===== src/rtl/cosine_similarity_dense_unit_defines.svh =====
// Assertion helpers used by csd_ctrl.sv
`ifndef COSINE_SIMILARITY_DENSE_UNIT_DEFINES_SVH
`define COSINE_SIMILARITY_DENSE_UNIT_DEFINES_SVH

// Same-cycle implication
`define CSD_ASSERT_IMPL(lbl, ante, cons, msg) \
    lbl: assert property (@(posedge clk) disable iff (!rst_n) (ante) |-> (cons)) \
        else $error(msg);

// Next-cycle implication
`define CSD_ASSERT_NEXT(lbl, ante, cons, msg) \
    lbl: assert property (@(posedge clk) disable iff (!rst_n) (ante) |=> (cons)) \
        else $error(msg);

`endif


===== src/rtl/csd_pkg.sv =====
package csd_pkg;

    localparam int ELEM_W    = 16;
    localparam int DOT_W     = 48;
    localparam int NORM_W    = 47;
    localparam int HALF_W    = 24;
    localparam int PROD_W    = 96;
    localparam int ROOT_W    = PROD_W / 2;
    localparam int DIVD_W    = DOT_W + 15;
    localparam int CNT_W     = 6;
    localparam int ADDR_W    = 4;
    localparam int DATA_W    = 64;
    localparam int MUL_STEPS = 4;

    localparam logic REG_MODE   = 1'b0;
    localparam logic REG_A_NORM = 1'b1;

    typedef struct packed {
        logic       accum;
        logic       capture;
        logic       mul;
        logic [1:0] mul_sel;
        logic       sqrt;
        logic       div;
        logic       load_out;
    } csd_cmd_t;

    typedef struct packed {
        logic zero;
    } csd_stat_t;

endpackage


===== src/rtl/csd_ctrl.sv =====
`include "cosine_similarity_dense_unit_defines.svh"

module csd_ctrl (
    input  logic               clk,
    input  logic               rst_n,
    input  logic               in_valid,
    input  logic               in_last,
    output logic               in_ready,
    output logic               out_valid,
    input  logic               out_ready,
    input  csd_pkg::csd_stat_t stat,
    output csd_pkg::csd_cmd_t  cmd
);
    import csd_pkg::*;

    typedef enum logic [2:0] {ST_ACC, ST_MUL, ST_SQRT, ST_DIV, ST_OUT} state_t;

    state_t           state_reg;
    logic [CNT_W-1:0] cnt_reg;
    logic             out_valid_reg;
    logic             in_fire;

    assign in_ready = (state_reg == ST_ACC);
    assign in_fire  = in_valid && in_ready;

    always_comb
    begin
        cmd.accum    = in_fire;
        cmd.capture  = in_fire && in_last;
        cmd.mul      = (state_reg == ST_MUL);
        cmd.mul_sel  = cnt_reg[1:0];
        cmd.sqrt     = (state_reg == ST_SQRT);
        cmd.div      = (state_reg == ST_DIV);
        cmd.load_out = (state_reg == ST_OUT) && (!out_valid_reg || out_ready);
    end

    always_ff @(posedge clk or negedge rst_n)
    begin
        if (!rst_n)
        begin
            state_reg     <= ST_ACC;
            cnt_reg       <= '0;
            out_valid_reg <= 1'b0;
        end
        else
        begin
            if (cmd.load_out)
                out_valid_reg <= 1'b1;
            else if (out_ready)
                out_valid_reg <= 1'b0;
            unique case (state_reg)
                ST_ACC:
                begin
                    cnt_reg <= '0;
                    if (cmd.capture)
                        state_reg <= ST_MUL;
                end
                ST_MUL:
                begin
                    if (stat.zero)
                        state_reg <= ST_OUT;
                    else if (cnt_reg == CNT_W'(MUL_STEPS-1))
                    begin
                        state_reg <= ST_SQRT;
                        cnt_reg   <= '0;
                    end
                    else
                        cnt_reg <= cnt_reg + 1'b1;
                end
                ST_SQRT:
                begin
                    if (cnt_reg == CNT_W'(ROOT_W-1))
                    begin
                        state_reg <= ST_DIV;
                        cnt_reg   <= '0;
                    end
                    else
                        cnt_reg <= cnt_reg + 1'b1;
                end
                ST_DIV:
                begin
                    if (cnt_reg == CNT_W'(DIVD_W-1))
                        state_reg <= ST_OUT;
                    else
                        cnt_reg <= cnt_reg + 1'b1;
                end
                ST_OUT:
                begin
                    if (cmd.load_out)
                        state_reg <= ST_ACC;
                end
                default: state_reg <= ST_ACC;
            endcase
        end
    end

    assign out_valid = out_valid_reg;

    // a last item stops intake until its result is loaded
    `CSD_ASSERT_NEXT(a_last_blocks, in_fire && in_last, !in_ready, "intake not stopped after last item")
    // hold the finished result while the previous one waits
    `CSD_ASSERT_NEXT(a_out_hold, state_reg == ST_OUT && out_valid_reg && !out_ready, state_reg == ST_OUT, "result loaded over a waiting one")
    `CSD_ASSERT_IMPL(a_mul_cnt, state_reg == ST_MUL, cnt_reg < CNT_W'(MUL_STEPS), "multiply step out of range")

endmodule

===== config.mk =====
export PLATFORM = sky130hd
export DESIGN_NAME = csd_ctrl
export DESIGN_NICKNAME = d
export VERILOG_FILES = /design/src/rtl/csd_pkg.sv /design/src/rtl/csd_ctrl.sv
export VERILOG_INCLUDE_DIRS = /design/src /design/src/rtl
export SDC_FILE = /design/constraint.sdc
export NUM_CORES = 1
export LEC_CHECK = 0
export ABC_CLOCK_PERIOD_IN_PS = 2300
export BUFFER_PORTS_ARGS = -buffer_cell sky130_fd_sc_hd__buf_2
export CORE_AREA = 2 2 41 58
export DETAILED_ROUTE_END_ITERATION = 10
export DIE_AREA = 0 0 43 60
export GPL_TIMING_DRIVEN = 0
export PLACE_DENSITY = 0.64
export SLEW_MARGIN = 20
export SYNTH_ARGS = -nofsm -noshare
export SYNTH_HDL_FRONTEND = slang
export SYNTH_SLANG_ARGS = --single-unit

===== constraint.sdc =====
create_clock -name clk -period 2.3 [get_ports clk]
set_input_delay 0.23 -clock clk [delete_from_list [all_inputs] [get_ports clk]]
set_output_delay 0.23 -clock clk [all_outputs]
set_load 0.01 [all_outputs]

==> flow_summary.yaml <==
logic_synthesis:
  synth_top_area_share_pct: 35.91
  seq_area_frac_synth_pct: 35.91
  ys.warnings.count: 0
  synthCells: 86
  synth_top_area_cell: "dfrtp_1"
  synth-seq-cells: 10
  synth_area_um2: 696.9
  synth_area_leaders: "dfrtp_1 (36%), nand2_1 (5.4%), nand2b_1 (5.4%)"
  yosysUniqueCellTypes: 30
  avgSynthCellArea_um2: 8.104
  synth_fp_nets: 94
layout:
  area_growth_pct: 19.39
  largest_register_ffs: 6
  fillers: 231
  num_antenna_cells: 0
  design_area_um2: 832.0
  nets: 115
  layout-drive-gt1-share_pct: 25.71
worst_setup_path:
  cp_data_required_time_ps: 2070
  cpMaxStageDelayCell: "dfrtp_1"
  crit_arrival_ps: 1510
  path_max_fanout: 9
  crit_path_start_kind: "flip-flop"
  cp-end-kind: "primary output"
  cpPeakStageDelay_ps: 360
  critPathKind: "flip-flop to primary output"
  path_delay_family: "simple AND/OR/NAND/NOR gates"
  path_cells: "clkbuf_1, nor3_1, and2_1, buf_4, buf_2"
  crit_buf_inv: 3
floorplan:
  dieArea_um2: 2580
  die_height_um: 60
  start_util_pct: 33.15
  fp.coreArea_um2: 2102
  rows: 20
  die_w_um: 43
  pin_count: 16
global_routing:
  grt_use_met1_pct: 15.58
  grt_overflow: 0
  met2_usage_pct: 25.32
  grt_usage_pct: 14.18
  antenna_found_initial: 0
  grt_pass1_vias: 640
  grt_max_degree: 11
  globalRouteMet3Util_pct: 0.9063
  busiest_layer: "met2"
  grt_pass1_wl_um: 2739
placed_design:
  placed_area_um2: 799.5
  place_congestion: 0.8151
  port_buffers: 15
  dp_hpwl_um: 1212
cts:
  cts_buffers: 3
  cts_tree: "yes"
  cts_resized: 0
  htree_levels: 1
  cts_buffer_depth: 2
  cts_sinks: 10
  clkTransAtPathRegs_ps: 60
  clk_latency_ps: 270
  clock-root-buffer: "clkbuf_4"
  post_cts_buffers: 0
route:
  wl_um: 1570
  wl_per_cell_um: 12.36
  drt_iter0_markers: 15
  drt-pass1-iter-count: 4
  drtAntennaViolNets: 0
  via_per_inst: 5.323
  drc: 0
  via_count: 676
power_and_ir_drop:
  swShare_pct: 43.05
  power.leakage_uw: 0.0004046
  seqPwrFrac_pct: 32.4
  p_switching_uw: 341.4
  irDropWorstVdd_uv: 432.9
  cellPowerDensity_nw_per_um2: 953.2
  clockPowerShare_pct: 15.3
  combPwrFrac_pct: 52.3
  intPower_uw: 451.7
timing:
  maxSlewViolCount: 0
  grt_setup_unrepaired: "false"
  finalSetupViolations: 0
  fin_setup_tns_ps: 0
  fin_skew_ps: 4.567
  fmax_mhz: 573.3
  maxSlewHeadroom_pct: 73.31
  finalHoldViolCount: 0
  post-route-period-util_pct: 75.84
  min_period_ps: 1744
  max_slew.worst_pin.slew_ps: 400.3
hold_path:
  hp-class: "input port to flip-flop"
outcome:
  run_status: "completed"
run:
  drv_cap: 0
-- area by class of cell --
type                       instances  area [um^2]  area share, %
clock buffer                       3        22.52          2.707
sequential                        10        250.2          30.08
tap                               22        27.53          3.308
inverter                           5        18.77          2.256
multi-input combinational         65        391.6          47.07
buffer                             6        36.28          4.361
timing repair buffer              16        85.08          10.23
-- logic make-up (layout without fill, tap and decap cells) --
family,count (synthesis),count (layout),synth area share (%)
simple gates,44,44,33.76
compound gates,18,18,17.23
buf+inv,11,30,7.899
flops,10,10,35.91
fa+ha+maj,2,2,3.590
mux,1,1,1.616
-- power groups by stage --
stage               clock network (uW)  logic (uW)  registers (uW)
CTS                                127         420             258
floorplan                            0         290             255
global placement                     0         410             260
finish                             121         415             257
detailed placement                   0         418             262
global route                       134         471             264
-- cell usage after synthesis, drive strengths merged --
cell type / number
or2: 1
a21oi: 3
ha: 2
nand4b: 2
clkbuf: 1
nand4: 1
nor3b: 1
nand2b: 6
nor2: 6
and2: 1
buf: 5
a32oi: 1
o31ai: 2
or3: 4
nand3: 6
o21ai: 6
o221ai: 1
nand2: 10
mux2: 1
nor3: 1
o21a: 2
a211oi: 1
and3: 5
dfrtp: 10
inv: 5
o32ai: 1
a31oi: 1
-- cells in the final DEF (no fill, tap or decap) --
cell type      synthesis  final
buf_2                  2     17
nand2_1               10     10
dfrtp_1               10     10
nand2b_1               6      6
nor2_1                 6      6
nand3_1                6      6
o21ai_0                6      6
inv_1                  5      5
and3_1                 4      4
or3_1                  3      3
a21oi_1                3      3
buf_4                  3      3
clkbuf_4               0      3
o31ai_1                2      2
nand4b_1               2      2
o21a_1                 2      2
ha_1                   2      2
clkbuf_1               1      1
nor3_1                 1      1
and2_1                 1      1
or3_2                  1      1
and3_2                 1      1
nor3b_1                1      1
a211oi_2               1      1
nand4_1                1      1
o221ai_1               1      1
or2_1                  1      1
a32oi_1                1      1
a31oi_1                1      1
mux2_2                 1      1
o32ai_1                1      1
dlygate4sd3_1          0      1
-- routing by layer --
layer	vias up	routed length [um]
met2	15	790
met3	5	51
met4	0	56
met5	-	0
met1	312	671
li1	344	-
-- final timing paths --
kind                               from           end  slack [ps]  cells past startpoint
setup / recovery           state_reg[2]        cmd[7]         560                      5
hold / removal                     stat  state_reg[1]         240                      3
setup reg to reg             cnt_reg[0]    cnt_reg[1]         580                      5
hold reg to reg               out_valid     out_valid         520                      2
max in group asynchronous         rst_n    cnt_reg[0]        1740                      2
min in group asynchronous         rst_n  state_reg[0]         360                      2
-- tightest hold or removal path: cells and delay by family --
kind                   cells  cell delay (ps)
AO/OA/AOI/OAI              1               50
AND/OR/NAND/NOR            1              100
buffers and inverters      1               80
-- repair_timing --
item	CTS	global route
endpoints found under the setup margin	0	0
hold buffers	1	0
hold endpoints to repair	10	0
-- through the flow --
step	hold WS, ps	setup slack (ps)	std cells	utilization (%)	total power [uW]
2_1_floorplan	-65.59	742.7	86	-	544.9
3_3_place_gp	109.2	594.1	123	38.04	670.0
3_5_place_dp	114.8	568.3	123	38.04	679.5
4_1_cts	233.7	541.3	127	39.58	805.4
5_1_grt	279.6	386.0	127	39.58	868.9
6_report	236.1	555.7	127	39.58	793.1
No activity file was read; power rests on OpenSTA's default activity.
